`config.mk`:
```
export PLATFORM = sky130hd
export DESIGN_NAME = counting_semaphore_fifo_waiters
export DESIGN_NICKNAME = d
export VERILOG_FILES = /design/src/sv/csfw_pkg.sv /design/src/sv/counting_semaphore_fifo_waiters.sv /design/src/sv/csfw_ctrl.sv /design/src/sv/csfw_dp.sv
export SDC_FILE = /design/constraint.sdc
export NUM_CORES = 1
export LEC_CHECK = 0
export BUFFER_PORTS_ARGS = -buffer_cell sky130_fd_sc_hd__buf_2
export CAP_MARGIN = 5
export CORE_ASPECT_RATIO = 0.6
export CORE_MARGIN = 3
export CORE_UTILIZATION = 63
export DETAILED_ROUTE_END_ITERATION = 12
export PLACE_DENSITY = 0.9
export SETUP_SLACK_MARGIN = 0.5
export SYNTH_ARGS = -nofsm -noshare
export SYNTH_HDL_FRONTEND = slang
export SYNTH_SLANG_ARGS = --single-unit
```
`constraint.sdc`:
```
create_clock -name clk -period 8.9 [get_ports clk]
set_input_delay 0.89 -clock clk [delete_from_list [all_inputs] [get_ports clk]]
set_output_delay 0.89 -clock clk [all_outputs]
set_load 0.02 [all_outputs]
```
`src/sv/csfw_pkg.sv`:
```
// ----------------------------------------------------------------------------
// csfw_pkg
// Shared types and constants for the counting semaphore with a FIFO of
// waiting thread ids.
// ----------------------------------------------------------------------------
package csfw_pkg;

  localparam int QUEUE_DEPTH = 16;
  localparam int ID_WIDTH    = 8;
  localparam int PTR_W       = (QUEUE_DEPTH > 1) ? $clog2(QUEUE_DEPTH) : 1;
  localparam int TOTAL_W     = $clog2(QUEUE_DEPTH + 1);
  localparam int CNT_W       = 16;
  localparam int INIT_W      = 15;

  localparam logic signed [CNT_W-1:0] COUNT_MAX = {1'b0, {(CNT_W-1){1'b1}}};
  localparam logic signed [CNT_W-1:0] COUNT_MIN = {1'b1, {(CNT_W-1){1'b0}}};

  typedef enum logic {
    CMD_WAIT = 1'b0,
    CMD_POST = 1'b1
  } sem_cmd_t;

  typedef enum logic [1:0] {
    STAT_OK        = 2'd0,
    STAT_BLOCKED   = 2'd1,
    STAT_NO_THREAD = 2'd2,
    STAT_FULL      = 2'd3
  } sem_status_t;

  typedef enum logic {
    FSM_IDLE = 1'b0,
    FSM_EXEC = 1'b1
  } fsm_state_t;

  typedef struct packed {
    sem_cmd_t              cmd;
    logic                  caller_present;
    logic [ID_WIDTH-1:0]   caller_id;
  } in_item_t;

  typedef struct packed {
    sem_status_t           status;
    logic                  wake_valid;
    logic [ID_WIDTH-1:0]   wake_id;
  } out_item_t;

  typedef struct packed {
    logic capture;
    logic execute;
  } ctl_cmd_t;

  typedef struct packed {
    logic queue_empty;
    logic queue_full;
  } dp_status_t;

endpackage

```
`src/sv/counting_semaphore_fifo_waiters.sv`:
```
// ----------------------------------------------------------------------------
// counting_semaphore_fifo_waiters
// Counting semaphore with a FIFO of waiting thread ids.
//
//   Channel   Handshake             Payload
//   input     start / busy          in_item   (cmd, caller_present, caller_id)
//   result    out_strobe            out_item  (status, wake_valid, wake_id)
//   config    cfg_we                cfg_wdata (initial_count)
//
// A transaction is captured, with the queue head read from the id memory, and
// then executed, which updates the count and pointers. The result strobe
// rises in the following cycle, when busy is already low again, so a new
// transaction may start while the previous result is shown. Reset loads a
// count of zero and an empty queue. The receiver cannot stall results.
// ----------------------------------------------------------------------------
module counting_semaphore_fifo_waiters (
  input  logic                          clk,
  input  logic                          rst_n,
  input  logic                          start,
  output logic                          busy,
  input  csfw_pkg::in_item_t            in_item,
  output logic                          out_strobe,
  output csfw_pkg::out_item_t           out_item,
  input  logic                          cfg_we,
  input  logic [csfw_pkg::INIT_W-1:0]   cfg_wdata
);
  import csfw_pkg::*;

  ctl_cmd_t   cmd;
  dp_status_t sts;

  csfw_ctrl u_ctrl (
    .clk        (clk),
    .rst_n      (rst_n),
    .start      (start),
    .busy       (busy),
    .out_strobe (out_strobe),
    .cmd        (cmd)
  );

  csfw_dp u_dp (
    .clk       (clk),
    .rst_n     (rst_n),
    .cmd       (cmd),
    .in_item   (in_item),
    .cfg_we    (cfg_we),
    .cfg_wdata (cfg_wdata),
    .out_item  (out_item),
    .sts       (sts)
  );

`ifndef NO_ASSERTIONS
  a_accept_then_busy: assert property (@(posedge clk) disable iff (!rst_n)
    (start && !busy) |=> busy)
    else $error("Accepted transaction did not enter execution.");

  a_busy_then_result: assert property (@(posedge clk) disable iff (!rst_n)
    busy |=> (out_strobe && !busy))
    else $error("Execution step did not produce exactly one result.");

  a_queue_flags: assert property (@(posedge clk) disable iff (!rst_n)
    !(sts.queue_empty && sts.queue_full))
    else $error("Waiter queue reports empty and full at once.");

  a_wake_fields: assert property (@(posedge clk) disable iff (!rst_n)
    (out_strobe && out_item.wake_valid) |-> (out_item.status == STAT_OK))
    else $error("Woken thread reported with a non-ok status.");
`endif

endmodule

```
`src/sv/csfw_ctrl.sv`:
```
// ----------------------------------------------------------------------------
// csfw_ctrl
// Sequencer: takes a transaction, runs one execute step in the datapath and
// raises the result strobe for one cycle.
// ----------------------------------------------------------------------------
module csfw_ctrl (
  input  logic                clk,
  input  logic                rst_n,
  input  logic                start,
  output logic                busy,
  output logic                out_strobe,
  output csfw_pkg::ctl_cmd_t  cmd
);
  import csfw_pkg::*;

  fsm_state_t state_r;
  fsm_state_t state_nxt;
  logic       strobe_r;

  always_comb begin
    state_nxt = state_r;
    case (state_r)
      FSM_IDLE: begin
        if (start) begin
          state_nxt = FSM_EXEC;
        end
      end
      FSM_EXEC: begin
        state_nxt = FSM_IDLE;
      end
      default: begin
        state_nxt = FSM_IDLE;
      end
    endcase
  end

  always_comb begin
    busy        = 1'b0;
    cmd.capture = 1'b0;
    cmd.execute = 1'b0;
    case (state_r)
      FSM_IDLE: begin
        cmd.capture = start;
      end
      FSM_EXEC: begin
        busy        = 1'b1;
        cmd.execute = 1'b1;
      end
      default: begin
        busy = 1'b0;
      end
    endcase
  end

  always_ff @(posedge clk) begin
    if (!rst_n) begin
      state_r  <= FSM_IDLE;
      strobe_r <= 1'b0;
    end else begin
      state_r  <= state_nxt;
      strobe_r <= cmd.execute;
    end
  end

  assign out_strobe = strobe_r;

endmodule

```
`src/sv/csfw_dp.sv`:
```
// ----------------------------------------------------------------------------
// csfw_dp
// Datapath: semaphore count, waiter id memory with head and tail pointers,
// and the result register.
// ----------------------------------------------------------------------------
module csfw_dp (
  input  logic                          clk,
  input  logic                          rst_n,
  input  csfw_pkg::ctl_cmd_t            cmd,
  input  csfw_pkg::in_item_t            in_item,
  input  logic                          cfg_we,
  input  logic [csfw_pkg::INIT_W-1:0]   cfg_wdata,
  output csfw_pkg::out_item_t           out_item,
  output csfw_pkg::dp_status_t          sts
);
  import csfw_pkg::*;

  logic [ID_WIDTH-1:0]     mem [QUEUE_DEPTH];
  logic [ID_WIDTH-1:0]     head_data_r;

  in_item_t                item_r;
  out_item_t               res_r;
  out_item_t               res_nxt;

  logic signed [CNT_W-1:0] count_r;
  logic signed [CNT_W-1:0] count_nxt;
  logic [PTR_W-1:0]        head_r;
  logic [PTR_W-1:0]        head_nxt;
  logic [PTR_W-1:0]        tail_r;
  logic [PTR_W-1:0]        tail_nxt;
  logic [TOTAL_W-1:0]      total_r;
  logic [TOTAL_W-1:0]      total_nxt;

  logic signed [CNT_W-1:0] count_dec;
  logic signed [CNT_W-1:0] count_inc;
  logic                    full;
  logic                    empty;
  logic                    push;

  function automatic logic [PTR_W-1:0] next_slot(input logic [PTR_W-1:0] p);
    logic [PTR_W-1:0] r;
    if (p == PTR_W'(QUEUE_DEPTH - 1)) begin
      r = '0;
    end else begin
      r = p + PTR_W'(1);
    end
    return r;
  endfunction

  assign full  = (total_r == TOTAL_W'(QUEUE_DEPTH));
  assign empty = (total_r == '0);

  assign count_dec = (count_r != COUNT_MIN) ? count_r - CNT_W'(1) : count_r;
  assign count_inc = (count_r != COUNT_MAX) ? count_r + CNT_W'(1) : count_r;

  always_comb begin
    count_nxt  = count_r;
    head_nxt   = head_r;
    tail_nxt   = tail_r;
    total_nxt  = total_r;
    push       = 1'b0;
    res_nxt.status     = STAT_OK;
    res_nxt.wake_valid = 1'b0;
    res_nxt.wake_id    = '0;
    case (item_r.cmd)
      CMD_WAIT: begin
        count_nxt = count_dec;
        if (count_dec >= 0) begin
          res_nxt.status = STAT_OK;
        end else if (!item_r.caller_present) begin
          res_nxt.status = STAT_NO_THREAD;
        end else if (full) begin
          count_nxt      = count_r;
          res_nxt.status = STAT_FULL;
        end else begin
          push           = 1'b1;
          tail_nxt       = next_slot(tail_r);
          total_nxt      = total_r + TOTAL_W'(1);
          res_nxt.status = STAT_BLOCKED;
        end
      end
      CMD_POST: begin
        count_nxt = count_inc;
        if ((count_inc <= 0) && !empty) begin
          res_nxt.wake_valid = 1'b1;
          res_nxt.wake_id    = head_data_r;
          head_nxt           = next_slot(head_r);
          total_nxt          = total_r - TOTAL_W'(1);
        end
      end
      default: begin
        count_nxt = count_r;
      end
    endcase
  end

  always_ff @(posedge clk) begin
    if (cmd.capture) begin
      item_r      <= in_item;
      head_data_r <= mem[head_r];
    end
    if (cmd.execute && push) begin
      mem[tail_r] <= item_r.caller_id;
    end
    if (cmd.execute) begin
      res_r <= res_nxt;
    end
  end

  always_ff @(posedge clk) begin
    if (!rst_n) begin
      count_r <= '0;
      head_r  <= '0;
      tail_r  <= '0;
      total_r <= '0;
    end else if (cfg_we) begin
      count_r <= signed'({1'b0, cfg_wdata});
      head_r  <= '0;
      tail_r  <= '0;
      total_r <= '0;
    end else if (cmd.execute) begin
      count_r <= count_nxt;
      head_r  <= head_nxt;
      tail_r  <= tail_nxt;
      total_r <= total_nxt;
    end
  end

  assign out_item        = res_r;
  assign sts.queue_empty = empty;
  assign sts.queue_full  = full;

endmodule
```
* After elaboration in Yosys (flattened, before gate mapping)
Memory sizes are Yosys's and may differ from the RTL's. A register that Yosys moved wholly into a read port is not among the register bits.
Cells that the tools add are included.
** Cells by class
- Add/sub/neg operators :: 6
- $lt $le $gt $ge :: 2
- Equality and inequality tests :: 11
- Muxes and demuxes :: 28
- Bitwise operators :: 6
- Reduce and logical (&&, ||, !) cells :: 14
** Operator list (number)
- $mux 16 :: 5
- $ne 16x16->1 const B :: 2
- $pmux 16 s2 :: 1
- $mux 15 :: 2
- $mux 5 :: 4
- $add 16x2->16 const B :: 1
- $ge 16x1->1 const B :: 1
- $le 16x1->1 const B :: 1
- $sub 16x2->16 const B :: 1
- $pmux 5 s2 :: 1
- $reduce_and 5->1 :: 2
- $mux 1 :: 9
- $mux 9 :: 1
- $add 4x1->4 const B :: 2
- $eq 4x4->1 const B :: 2
- $mux 4 :: 2
- $ne 2x2->1 const B :: 3
- $not 1->1 :: 6
- $reduce_and 2->1 :: 3
- $add 5x1->5 const B :: 1
- $eq 5x5->1 const B :: 1
- $logic_not 5->1 :: 1
- $ne 5x5->1 const B :: 1
- $sub 5x1->5 const B :: 1
- other kinds (10) :: 13
** Word-level totals
- Flip-flop bits (word level) :: 52
- Memory bits (writable) :: 128
- Input port bits :: 29
- Output and inout bits :: 13
- Memories :: 1
** Memories
- u_dp.mem :: depth 16, bits a word 8, read ports 1, clocked after Yosys merged registers in 1, write ports 1, RTL line csfw_dp.sv:18 : logic [ID_WIDTH-1:0] mem [QUEUE_DEPTH];

* Depth between registers and ports, before layout
Gate-level depths: netlist (run 1).
- Depth after elaboration :: 8
- Gate-level depth with buffers :: 11

* Modules after synthesis
Synthesis (run 1) repeated with hierarchy kept, for this count alone.
** Second synthesis, totals
- Cells, all modules :: 606
- Area, all modules :: 8523.2 µm²
** By module, submodules not included
- csfw_dp :: times used 1, cells each 599, area an instance 8441.8 µm²
- csfw_ctrl :: times used 1, cells each 7, area an instance 81.3 µm²

* Worst setup path before layout (run 1)
No wires, ideal clock.
- Path kind :: reg-to-reg
- Start point :: register u_dp.count_r[5]
- End point :: memory u_dp.mem[3][0] (enable)
- Arrival time :: 2781 ps
- Required time :: 8517 ps
- Path slack :: 5735 ps
- Stages on the path, launching flop included :: 10
- Path buffers :: 3
- Period minus slack after synthesis :: 3165 ps
- Cell sequence :: dfxtp_1 -> buf_6 -> or4_1 -> buf_2 -> nor4_4 -> nand3b_2 -> a2111oi_4 -> buf_6 -> nand2_1 -> nor3_1
** On the way
- Cells in the longest elaborated chain, start to end :: 8
- Elaborated cells between the ends (all ways) :: 9
** Ends and longest elaborated chain
- from (decl) :: RTL line csfw_dp.sv:25 : logic signed [CNT_W-1:0] count_r;
- from (signal assigned) :: RTL line csfw_dp.sv:117 : count_r <= signed'({1'b0, cfg_wdata});
- from (signal assigned) :: RTL line csfw_dp.sv:122 : count_r <= count_nxt;
- $sub 16x2->16 or $ne 16x16->1 (tied branches) :: RTL line csfw_dp.sv:53 : assign count_dec = (count_r != COUNT_MIN) ? count_r - CNT_W'(1) : count_r;
- $mux 16 * :: RTL line csfw_dp.sv:53
- $ge 16x1->1 * :: RTL line csfw_dp.sv:68 : if (count_dec >= 0) begin
- $mux 1 * :: RTL line csfw_dp.sv:68
- $mux 1 * :: RTL line csfw_dp.sv:65 : case (item_r.cmd)
- $logic_and 1x1->1 * :: RTL line csfw_dp.sv:102 : if (cmd.execute && push) begin
- $mux 1 * :: RTL line csfw_dp.sv:102
- $mux 1 (implied by the code) * :: RTL line csfw_dp.sv:103 : mem[tail_r] <= item_r.caller_id;
- to (decl) :: RTL line csfw_dp.sv:18
Every way passes the cells marked *; elsewhere a longest branch is shown, timed or not.

* Final worst setup path (run 1)
- Start point :: register u_dp.count_r[0]
- End point :: memory u_dp.mem[3][6] (enable)
Same word-level chain as after synthesis.

==> results of run 1 <==
power breakdown:
part / switching (W) / internal, W / total [W]
sequential: 0.0000281 / 0.000964 / 0.000992
clock: 0.000339 / 0.000416 / 0.000756
combinational: 0.0000600 / 0.0000324 / 0.0000924
per-layer routing:
layer | vias up | GRT usage (%) | wire length (um)
li1 | 2511 | - | -
met1 | 2927 | 46.8 | 9010
met2 | 495 | 39.1 | 9150
met3 | 47 | 10.8 | 3130
met4 | 0 | 7.20 | 318
met5 | - | 0 | 0
through the flow:
stage	utilization (%)	hold slack, ns	total power, W	setup WS (ns)	cells
floorplan	-	0.461	0.00107	5.74	627
global placement	67.8	0.475	0.00109	4.95	795
detailed placement	67.8	0.486	0.00110	4.81	795
CTS	72.1	0.496	0.00184	4.62	827
global route	72.3	0.528	0.00189	4.26	830
finish	72.3	0.497	0.00184	4.56	830
cell type report:
type | count | area [um^2]
flip-flops and latches | 188 | 5340
fillers | 788 | 3650
multi-input cells | 379 | 3090
clock buffers | 19 | 433
repair buffers | 50 | 268
well taps | 170 | 213
clock inverters | 13 | 140
inverters | 11 | 41.3
cell families (layout without fill, tap and decap cells):
| logic type | after synthesis | in the layout | share of synthesized area, % |
|---|---|---|---|
| xor+xnor | 9 | 9 | 0.905 |
| compound gates | 124 | 124 | 9.88 |
| buf+inv | 60 | 93 | 3.49 |
| simple gates | 190 | 190 | 11.8 |
| mux | 45 | 45 | 11.0 |
| fa+ha+maj | 11 | 11 | 1.67 |
| flops | 188 | 188 | 61.3 |
synthesized netlist by cell type, types with 3 or more instances:
master                     count
sky130_fd_sc_hd__or3_1         7
sky130_fd_sc_hd__nand2_1      33
sky130_fd_sc_hd__buf_6         8
sky130_fd_sc_hd__o31ai_1       3
sky130_fd_sc_hd__nor3_1       16
sky130_fd_sc_hd__dfxtp_1      31
sky130_fd_sc_hd__and4_1        3
sky130_fd_sc_hd__mux4_2       40
sky130_fd_sc_hd__buf_1         4
sky130_fd_sc_hd__a31oi_1      14
sky130_fd_sc_hd__nand3_1      22
sky130_fd_sc_hd__mux2_2        3
sky130_fd_sc_hd__and3_1       10
sky130_fd_sc_hd__nand2b_1      5
sky130_fd_sc_hd__nand4_1       8
sky130_fd_sc_hd__nor4_1        8
sky130_fd_sc_hd__a22oi_1       3
sky130_fd_sc_hd__inv_1        11
sky130_fd_sc_hd__o22ai_1       4
sky130_fd_sc_hd__o21ai_0      26
sky130_fd_sc_hd__buf_2         6
sky130_fd_sc_hd__o21ai_1       9
sky130_fd_sc_hd__or4_1         7
sky130_fd_sc_hd__xnor2_1       8
sky130_fd_sc_hd__edfxtp_1    157
sky130_fd_sc_hd__ha_1         10
sky130_fd_sc_hd__and2_1        4
sky130_fd_sc_hd__clkbuf_1     28
sky130_fd_sc_hd__nor2_1       47
sky130_fd_sc_hd__a21oi_1      29
sky130_fd_sc_hd__a32o_1        3
how the worst max path moves through the flow:
stage	startpoint	to	slack, ns
4_1_cts	u_dp.count_r[1]	u_dp.mem[0][4]	4.62
5_1_grt	u_dp.count_r[0]	u_dp.mem[3][6]	4.26
2_1_floorplan	u_dp.count_r[5]	u_dp.mem[3][0]	5.74
6_report	u_dp.count_r[0]	u_dp.mem[3][6]	4.56
3_3_place_gp	u_dp.count_r[0]	u_dp.mem[1][3]	4.95
3_5_place_dp	u_dp.count_r[0]	u_dp.mem[1][1]	4.81
sequential cells by signal (all words and copies together), names as in the netlist:
register	flops
u_dp.head_r	4
u_dp.head_data_r	8
u_dp.item_r	10
u_dp.tail_r	4
u_dp.count_r	16
u_ctrl.out_strobe	1
u_dp.mem	128
u_ctrl.state_r	1
u_dp.total_r	5
u_dp.out_item	11
cells in the final DEF (no fill, tap or decap), types with 9 or more instances in the layout:
master	Yosys	final
sky130_fd_sc_hd__edfxtp_1	157	157
sky130_fd_sc_hd__nor2_1	47	47
sky130_fd_sc_hd__buf_2	6	42
sky130_fd_sc_hd__mux4_2	40	40
sky130_fd_sc_hd__nand2_1	33	33
sky130_fd_sc_hd__dfxtp_1	31	30
sky130_fd_sc_hd__a21oi_1	29	29
sky130_fd_sc_hd__o21ai_0	26	26
sky130_fd_sc_hd__nand3_1	22	22
sky130_fd_sc_hd__clkbuf_16	0	17
sky130_fd_sc_hd__nor3_1	16	16
sky130_fd_sc_hd__a31oi_1	14	14
sky130_fd_sc_hd__inv_1	11	11
sky130_fd_sc_hd__and3_1	10	10
sky130_fd_sc_hd__ha_1	10	10
sky130_fd_sc_hd__o21ai_1	9	9
critical path, cell delays in order (launching register included):
cell and delay [ns]:
sky130_fd_sc_hd__dfxtp_1 0.41, sky130_fd_sc_hd__inv_1 0.14, sky130_fd_sc_hd__ha_1 0.29, sky130_fd_sc_hd__nor4b_1 0.91, sky130_fd_sc_hd__o41ai_4 0.17, sky130_fd_sc_hd__a2111oi_4 0.74, sky130_fd_sc_hd__nand2_1 0.29, sky130_fd_sc_hd__nor3_1 0.98
==> results.txt, run 1 <==
* Critical path launch point type: register
* Final setup vio count: 0
- For this run, the register share of the synthesized area comes to 61.3%.
* Worst R2R Setup Slack: 4.56 ns
- Endpoint required time on the critical path: slightly below 9 ns
* Reg-to-Reg End: u_dp.mem[3][6]
* Peak supply drop: 0.000138 V
* Total congestion overflow: 0
- The max-slew violation count came to 0.
- CTS hold repair buffers: 0
- Arrival time at the worst endpoint: 4.38 ns
- Setup repair after global routing missed its margin: false
- The path with the worst hold slack has its endpoint at u_dp.total_r[3].
- For this run, the leading register cell type out of synthesis is sky130_fd_sc_hd__edfxtp_1.
- Global routing consumed, over all layers together, 29.5% of the routing resources.
* Highest clock rate: 230 MHz
- Core Rows: 32
- After layout, the minimum clock period comes to between 4 and 5 ns.
* Gate count after technology mapping: roughly 630
- The final route contains 5980 vias.
- Worst Hold Launch: u_dp.total_r[3]
- I/O Buffers: 41
- Along the worst path, the maximum fanout reaches 12.
- After detailed routing, the number of remaining DRC violations is 0.
- The hold violation total from the final report was 0.
* Vias in the first global route: 5665
- The startpoint identified for the worst register-to-register timing path is u_dp.count_r[0].
* Count of cells along the worst register-to-register path: 7
- Share of post-route cells with drive strength above 1: 21.7%
* Number of max-cap violations: 0
- Synthesis inferred 188 register bits.
- Worst-margin pin slew: 1.28 ns
- Gp weighted congestion: around 1
- Clock latency on the worst-skew pair, taken at its later pin, is 0.44 ns.
- The number of setup buffers added after CTS is 0.
- Dpl cell area: 8930 um^2
* Critical path endpoint category: register
- The worst pin sits at a relative slew slack of approximately 14%.
- Summed over all instances, the cell type with the most area after synthesis is sky130_fd_sc_hd__edfxtp_1.
- Post-cts gate resize count: 0
* Static Leak: 3.04 nW
- Yosys top cell area share: between 50 and 60%
- The worst path uses 48.8% of the clock period.
- The repair_antennas step left the layout with diodes totalling 0.
- Die boundary height: 97.1 um
- Ranking of synthesized cells by area: sky130_fd_sc_hd__edfxtp_1 54%, sky130_fd_sc_hd__mux4_2 10%, sky130_fd_sc_hd__dfxtp_1 7.1%
* Die width: 158 um
- The number of antenna violations at the first check in global routing came to 0.
- Maximum number of pins on one net before global-route repair: 31
- With fillers left out, the area of the finished cells amounts to 9520 um^2.
- In this run the count of I/O pins placed on the die edge is 42.
- Number of enable flip-flop cells after synthesis: between 150 and 200
- The first global-routing pass estimated 33.4 mm of wire.
- Dividing the detail-routed wire length by the instance count gives 26.0 um.
- First-pass iteration count of the detailed router: 6
- The cell sitting at the root of the clock tree is a sky130_fd_sc_hd__clkbuf_16.
* Average footprint of a synthesized cell: 13.9 um^2
* Clock-pin transition on the worst setup and hold timing paths: 0.07 ns
* Die area: 15300 um^2
- Clock tree synthesis inserted a total of 17 buffers.
* Cell area after synthesis: 8710 um^2
- Synthesis instantiated 75 different standard cells from the library.
- Remaining antenna violation count after routing: 0
- Run status: complete, no violations
- Maximum count of clock buffers along a single path: 2
- For this run, the number of Yosys warnings is 0.
- Summed over all nets, the half-perimeter wirelength after detailed placement is 14.5 mm.
- After floorplanning, the core was sized to cover 13200 um^2.
- Counting every net in the synthesized netlist gives 667.
- Post-Route WL: 21.6 mm
- H-tree Lvls: 4
* P&R area growth vs syn: 9.28%
* Clock sinks: 188
- Total Negative Setup Slacks: 0 ns
- Power density normalized to cell area: 193 nW/um^2
- Of all flip-flops after synthesis, the portion carrying an async set or reset was 0%.
- The worst hold path was traced through 2 stages.
* Nets@finish: 687
- TritonCTS clock tree: yes
- Across the routed clock network, the largest skew measured is 0.0169 ns.
* Starting Density: 66.1%
* Class of the tightest hold or removal check: register to register
- Setup Crit Path Kind: register to register
- Via-per-instance ratio: slightly above 7
- After the first detailed-routing iteration, the DRC count stood at around 960.
No activity file was read; power rests on OpenSTA's default activity.
==> run 2, diff against run 1 <==
--- a/config.mk
+++ b/config.mk
@@ -5,13 +5,14 @@
 export SDC_FILE = /design/constraint.sdc
 export NUM_CORES = 1
 export LEC_CHECK = 0
+export ABC_AREA = 1
 export BUFFER_PORTS_ARGS = -buffer_cell sky130_fd_sc_hd__buf_2
 export CAP_MARGIN = 5
 export CORE_ASPECT_RATIO = 0.6
 export CORE_MARGIN = 3
-export CORE_UTILIZATION = 63
+export CORE_UTILIZATION = 55
 export DETAILED_ROUTE_END_ITERATION = 12
-export PLACE_DENSITY = 0.9
+export PLACE_DENSITY = 0.83
 export SETUP_SLACK_MARGIN = 0.5
 export SYNTH_ARGS = -nofsm -noshare
 export SYNTH_HDL_FRONTEND = slang
==> constraint.sdc (replaced) <==
create_clock -name clk -period 3.85 [get_ports clk]
set_input_delay 0.385 -clock clk [delete_from_list [all_inputs] [get_ports clk]]
set_output_delay 0.385 -clock clk [all_outputs]
set_load 0.02 [all_outputs]
==> run 2 against run 1 <==
Compared with the run above: routed wire length grew 5.1%; synthesized cell count grew 39%; core utilization shrank 9.3 points; critical path depth grew 3; global-route usage shrank 3.0 points; fmax grew 51%; flip-flop and latch count is the same; sequential power grew 130%; final area grew 2.5%; critical path type unchanged; largest power group unchanged.
==> results.txt, run 2 <==
- Run status: complete, no violations (unchanged)
- Fin crit period: 2.87 ns (was 4.34 ns)
- The class of the most critical hold timing path is primary input to register (was register to register).
- The starting density of the core is 56.9% (was 66.1%).
* Antenna violations before repair: 0 (unchanged)
- The maximum fanout along the worst path was 8 (was 12).
* Yosys top cell area share: 53.4% (was 54.1%)
- The total DRC errors in the routed layout was 0 (unchanged).
* Syn nets: 912 (was 667)
- The number of placed cells counting well taps is 1083 (was 795).
- P&R area growth vs syn: 10.6% (was 9.28%)
- Iteration-0 DRC Markers: 1013 (was 957)
* Clock-pin transition on the worst setup and hold timing paths: 0.08 ns (was 0.07 ns)
- Sequential element share of the synthesized area: 60.5% (was 61.3%)
* Count of vias placed by the detailed router: 6763 (was 5980)
- Hold Violations, Final: 0 (unchanged)
- The data required time of the critical path is 3.90 ns (was 8.94 ns).
* Static Leak: 3.61 nW (was 3.04 nW)
- Top register by number of flip-flops: u_dp.mem (unchanged)
* TritonCTS clock tree: yes (unchanged)
* Max Clock Skew: 0.0126 ns (was 0.0169 ns)
* Cell at the root of the clock tree: sky130_fd_sc_hd__clkbuf_16 (unchanged)
- Synth Register Bits: 188 (unchanged)
- The critical-path cell with the highest stage delay is sky130_fd_sc_hd__nor2_1 (was sky130_fd_sc_hd__nor3_1).
* Via-per-instance ratio: 6.07 (was 7.20)
- The total power divided by cell area is 447 nW/um^2 (was 193 nW/um^2).
* Nets@finish: 939 (was 687)
* Most common library cell in the layout ignoring fill and taps: sky130_fd_sc_hd__edfxtp_1 (unchanged)
* Cell area after synthesis: 8820 um^2 (was 8710 um^2)
- First-pass iteration count of the detailed router: 5 (was 6)
- HPWL reported at the end of detailed placement: 15.7 mm (was 14.5 mm)
- Worst-margin pin slew: 1.17 ns (was 1.28 ns)
- The die footprint is 17600 um^2 (was 15300 um^2).
- Number of enable flip-flop cells after synthesis: 157 (unchanged)
* Maximum number of pins on one net before global-route repair: 69 (was 31)
- Number of top-level design ports: 42 (unchanged)
- The placeable core area came to 15500 um^2 (was 13200 um^2).
* Die width: 170 um (was 158 um)
- Largest register FFs: 128 (unchanged)
- The clock network latency to the later pin of the worst-skew pair came to 0.43 ns (was 0.44 ns).
* Setup repair after global routing missed its margin: false (unchanged)
- The maximum vdd ir drop came to 0.000327 V (was 0.000138 V).
- Worst-path cell chain: inv_2 > ha_1 > nand3_2 > nor2_2 > nand2_1 > nand3_2 > nand2_4 > nor2_4 > nand2_1 > nor2_1 (was inv_1 > ha_1 > nor4b_1 > o41ai_4 > a2111oi_4 > nand2_1 > nor3_1)
* Post-cts gate resize count: 0 (unchanged)
* Critical path endpoint category: register (unchanged)
- The wire length of the first global-routing pass is 35.7 mm (was 33.4 mm).
* Number of max-cap violations: 0 (unchanged)
- Total CTS buffers: 17 (unchanged)
- The fraction of the core area covered by cells at the end of the flow was 62.9% (was 72.3%).
* Number of inserted filler cells in the final layout: 1229 (was 788)
- Worst slack at placement: 1.08 ns (was 4.81 ns)
* Share of post-route cells with drive strength above 1: 12.7% (was 21.7%)
- The startpoint-to-endpoint class of the critical path was register to register (unchanged).
- The max-slew violation count was 0 (unchanged).
- Arrival time at the worst endpoint: 2.93 ns (was 4.38 ns)
- Gate count after technology mapping: 872 (was 627)
- Setup Buffers After CTS: 0 (unchanged)
- Biggest area consumer among synthesized cells: sky130_fd_sc_hd__edfxtp_1 (unchanged)
- The number of buffers inserted for hold repair after clock tree synthesis was 0 (unchanged).
- The height of the chip came to 104 um (was 97.1 um).
- Warnings, synthesis: 0 (unchanged)
- The worst max-slew margin expressed relative to the limit came to 22.0% (was 14.4%).
- Number of distinct library cells after synthesis: 46 (was 75)
- The total congestion overflow came to 0 (unchanged).
- The routed wire length is 22.7 mm (was 21.6 mm).
- The per-cell routed wire length came to 20.4 um (was 26.0 um).
- I/O Buffers: 41 (unchanged)
* Final setup vio count: 0 (unchanged)
- The maximum number of buffers from clock root to sink is 2 (unchanged).
- The final cycle utilization of the critical path came to 74.6% (was 48.8%).
- Flip-flop cell with the highest count after synthesis: sky130_fd_sc_hd__edfxtp_1 (unchanged)
- List of most frequent post-synthesis cells: 157 x sky130_fd_sc_hd__edfxtp_1, 152 x sky130_fd_sc_hd__nor2_1, 151 x sky130_fd_sc_hd__nand2_1 (was 157 x sky130_fd_sc_hd__edfxtp_1, 47 x sky130_fd_sc_hd__nor2_1, 40 x sky130_fd_sc_hd__mux4_2)
* Core Rows: 35 (was 32)
- The number of non-filler instances in the completed layout is 1115 (was 830).
- Remaining antenna violation count after routing: 0 (unchanged)
* Most repeated cell in the gate-level netlist after synthesis: sky130_fd_sc_hd__edfxtp_1 (unchanged)
* Average footprint of a synthesized cell: 10.1 um^2 (was 13.9 um^2)
- Share of async-settable or async-resettable flops after synthesis: 0% (unchanged)
* Commonest non-fill, non-tap cells in the layout: 157 x sky130_fd_sc_hd__edfxtp_1, 151 x sky130_fd_sc_hd__nor2_1, 151 x sky130_fd_sc_hd__nand2_1 (was 157 x sky130_fd_sc_hd__edfxtp_1, 47 x sky130_fd_sc_hd__nor2_1, 42 x sky130_fd_sc_hd__buf_2)
- Ranking of synthesized cells by area: sky130_fd_sc_hd__edfxtp_1 53%, sky130_fd_sc_hd__dfxtp_1 7.0%, sky130_fd_sc_hd__nor2_1 6.5% (was sky130_fd_sc_hd__edfxtp_1 54%, sky130_fd_sc_hd__mux4_2 10%, sky130_fd_sc_hd__dfxtp_1 7.1%)
- The antenna cell count was 0 (unchanged).
* Slowest stage delay, CP: 0.70 ns (was 0.98 ns)
* Global-route usage over all layers: 26.5% (was 29.5%)
- Highest clock rate: 348 MHz (was 230 MHz)
- The critical path launch point type is a register (unchanged).
- H-tree Lvls: 4 (unchanged)
- Clock sinks: 188 (unchanged)
- Crit path setup slack, layout: 0.977 ns (was 4.56 ns)
- Gp weighted congestion: 1.07 (was 1.00)
* Vias in the first global route: 6306 (was 5665)
- Total Negative Setup Slacks: 0 ns (unchanged)
[run 2: area by class of cell]
cell class	count	area (um^2)	area share (%)
multi-input combinational	580	3050	31.2
sequential	188	5340	54.7
clock inverter	15	190	1.95
inverter	65	249	2.55
tap	203	254	2.60
timing repair buffer	47	250	2.57
clock buffer	17	425	4.36
[run 2: routing by layer]
layer  vias up  share of wire, %  wire length [um]  global-route usage, %
li1       3086                 -                 -                      -
met2       427                41              9270                   34.9
met3        23                14              3190                   8.32
met4         0               1.0               232                   5.37
met5         -                 0                 0                      0
met1      3227                44             10000                   42.8
[run 2: cells by family (layout without fill, tap and decap cells)]
logic type,count (synthesis),count (layout),synth area share (%)
multiplexers,13,13,1.47
AND/OR/NAND/NOR,399,399,19.7
AO/OA/AOI/OAI,138,138,9.78
buffers and inverters,104,144,5.02
XOR/XNOR,19,19,1.89
flip-flops,188,188,60.5
adder cells (fa/ha/maj),11,11,1.64
[run 2: critical path, delay by kind of cell, from the launching register on]
family | cells | cell delay, ns
flops | 1 | 0.39
fa+ha+maj | 1 | 0.22
simple gates | 8 | 1.72
buf+inv | 1 | 0.15
[run 2: final timing paths]
path,cells after the start,from,slack [ns],endpoint
worst max-delay path,10,u_dp.count_r[0],0.98,u_dp.mem[13][3]
worst min-delay path,1,in_item[8],0.12,u_dp.item_r[8]
worst max register to register,10,u_dp.count_r[0],0.98,u_dp.mem[13][3]
worst min register to register,2,u_dp.total_r[2],0.53,u_dp.total_r[2]
[run 2: where the power goes]
group / leakage [nW] / internal [W] / total, W / switching (W)
clock network: 0.295 / 0.000892 / 0.00179 / 0.000898
registers: 1.68 / 0.00223 / 0.00230 / 0.0000679
logic: 1.63 / 0.0000915 / 0.000272 / 0.000180
total: 3.61 / 0.00321 / 0.00436 / 0.00115
[run 2: per-stage QoR]
| stage | hold slack (ns) | instance area (um^2) | power (W) |
|---|---|---|---|
| finish | 0.122 | 9750 | 0.00436 |
| global route | 0.107 | 9750 | 0.00450 |
| CTS | 0.116 | 9750 | 0.00436 |
| detailed placement | 0.500 | 9140 | 0.00260 |
| global placement | 0.505 | 9140 | 0.00260 |
| floorplan | 0.476 | 8820 | 0.00251 |
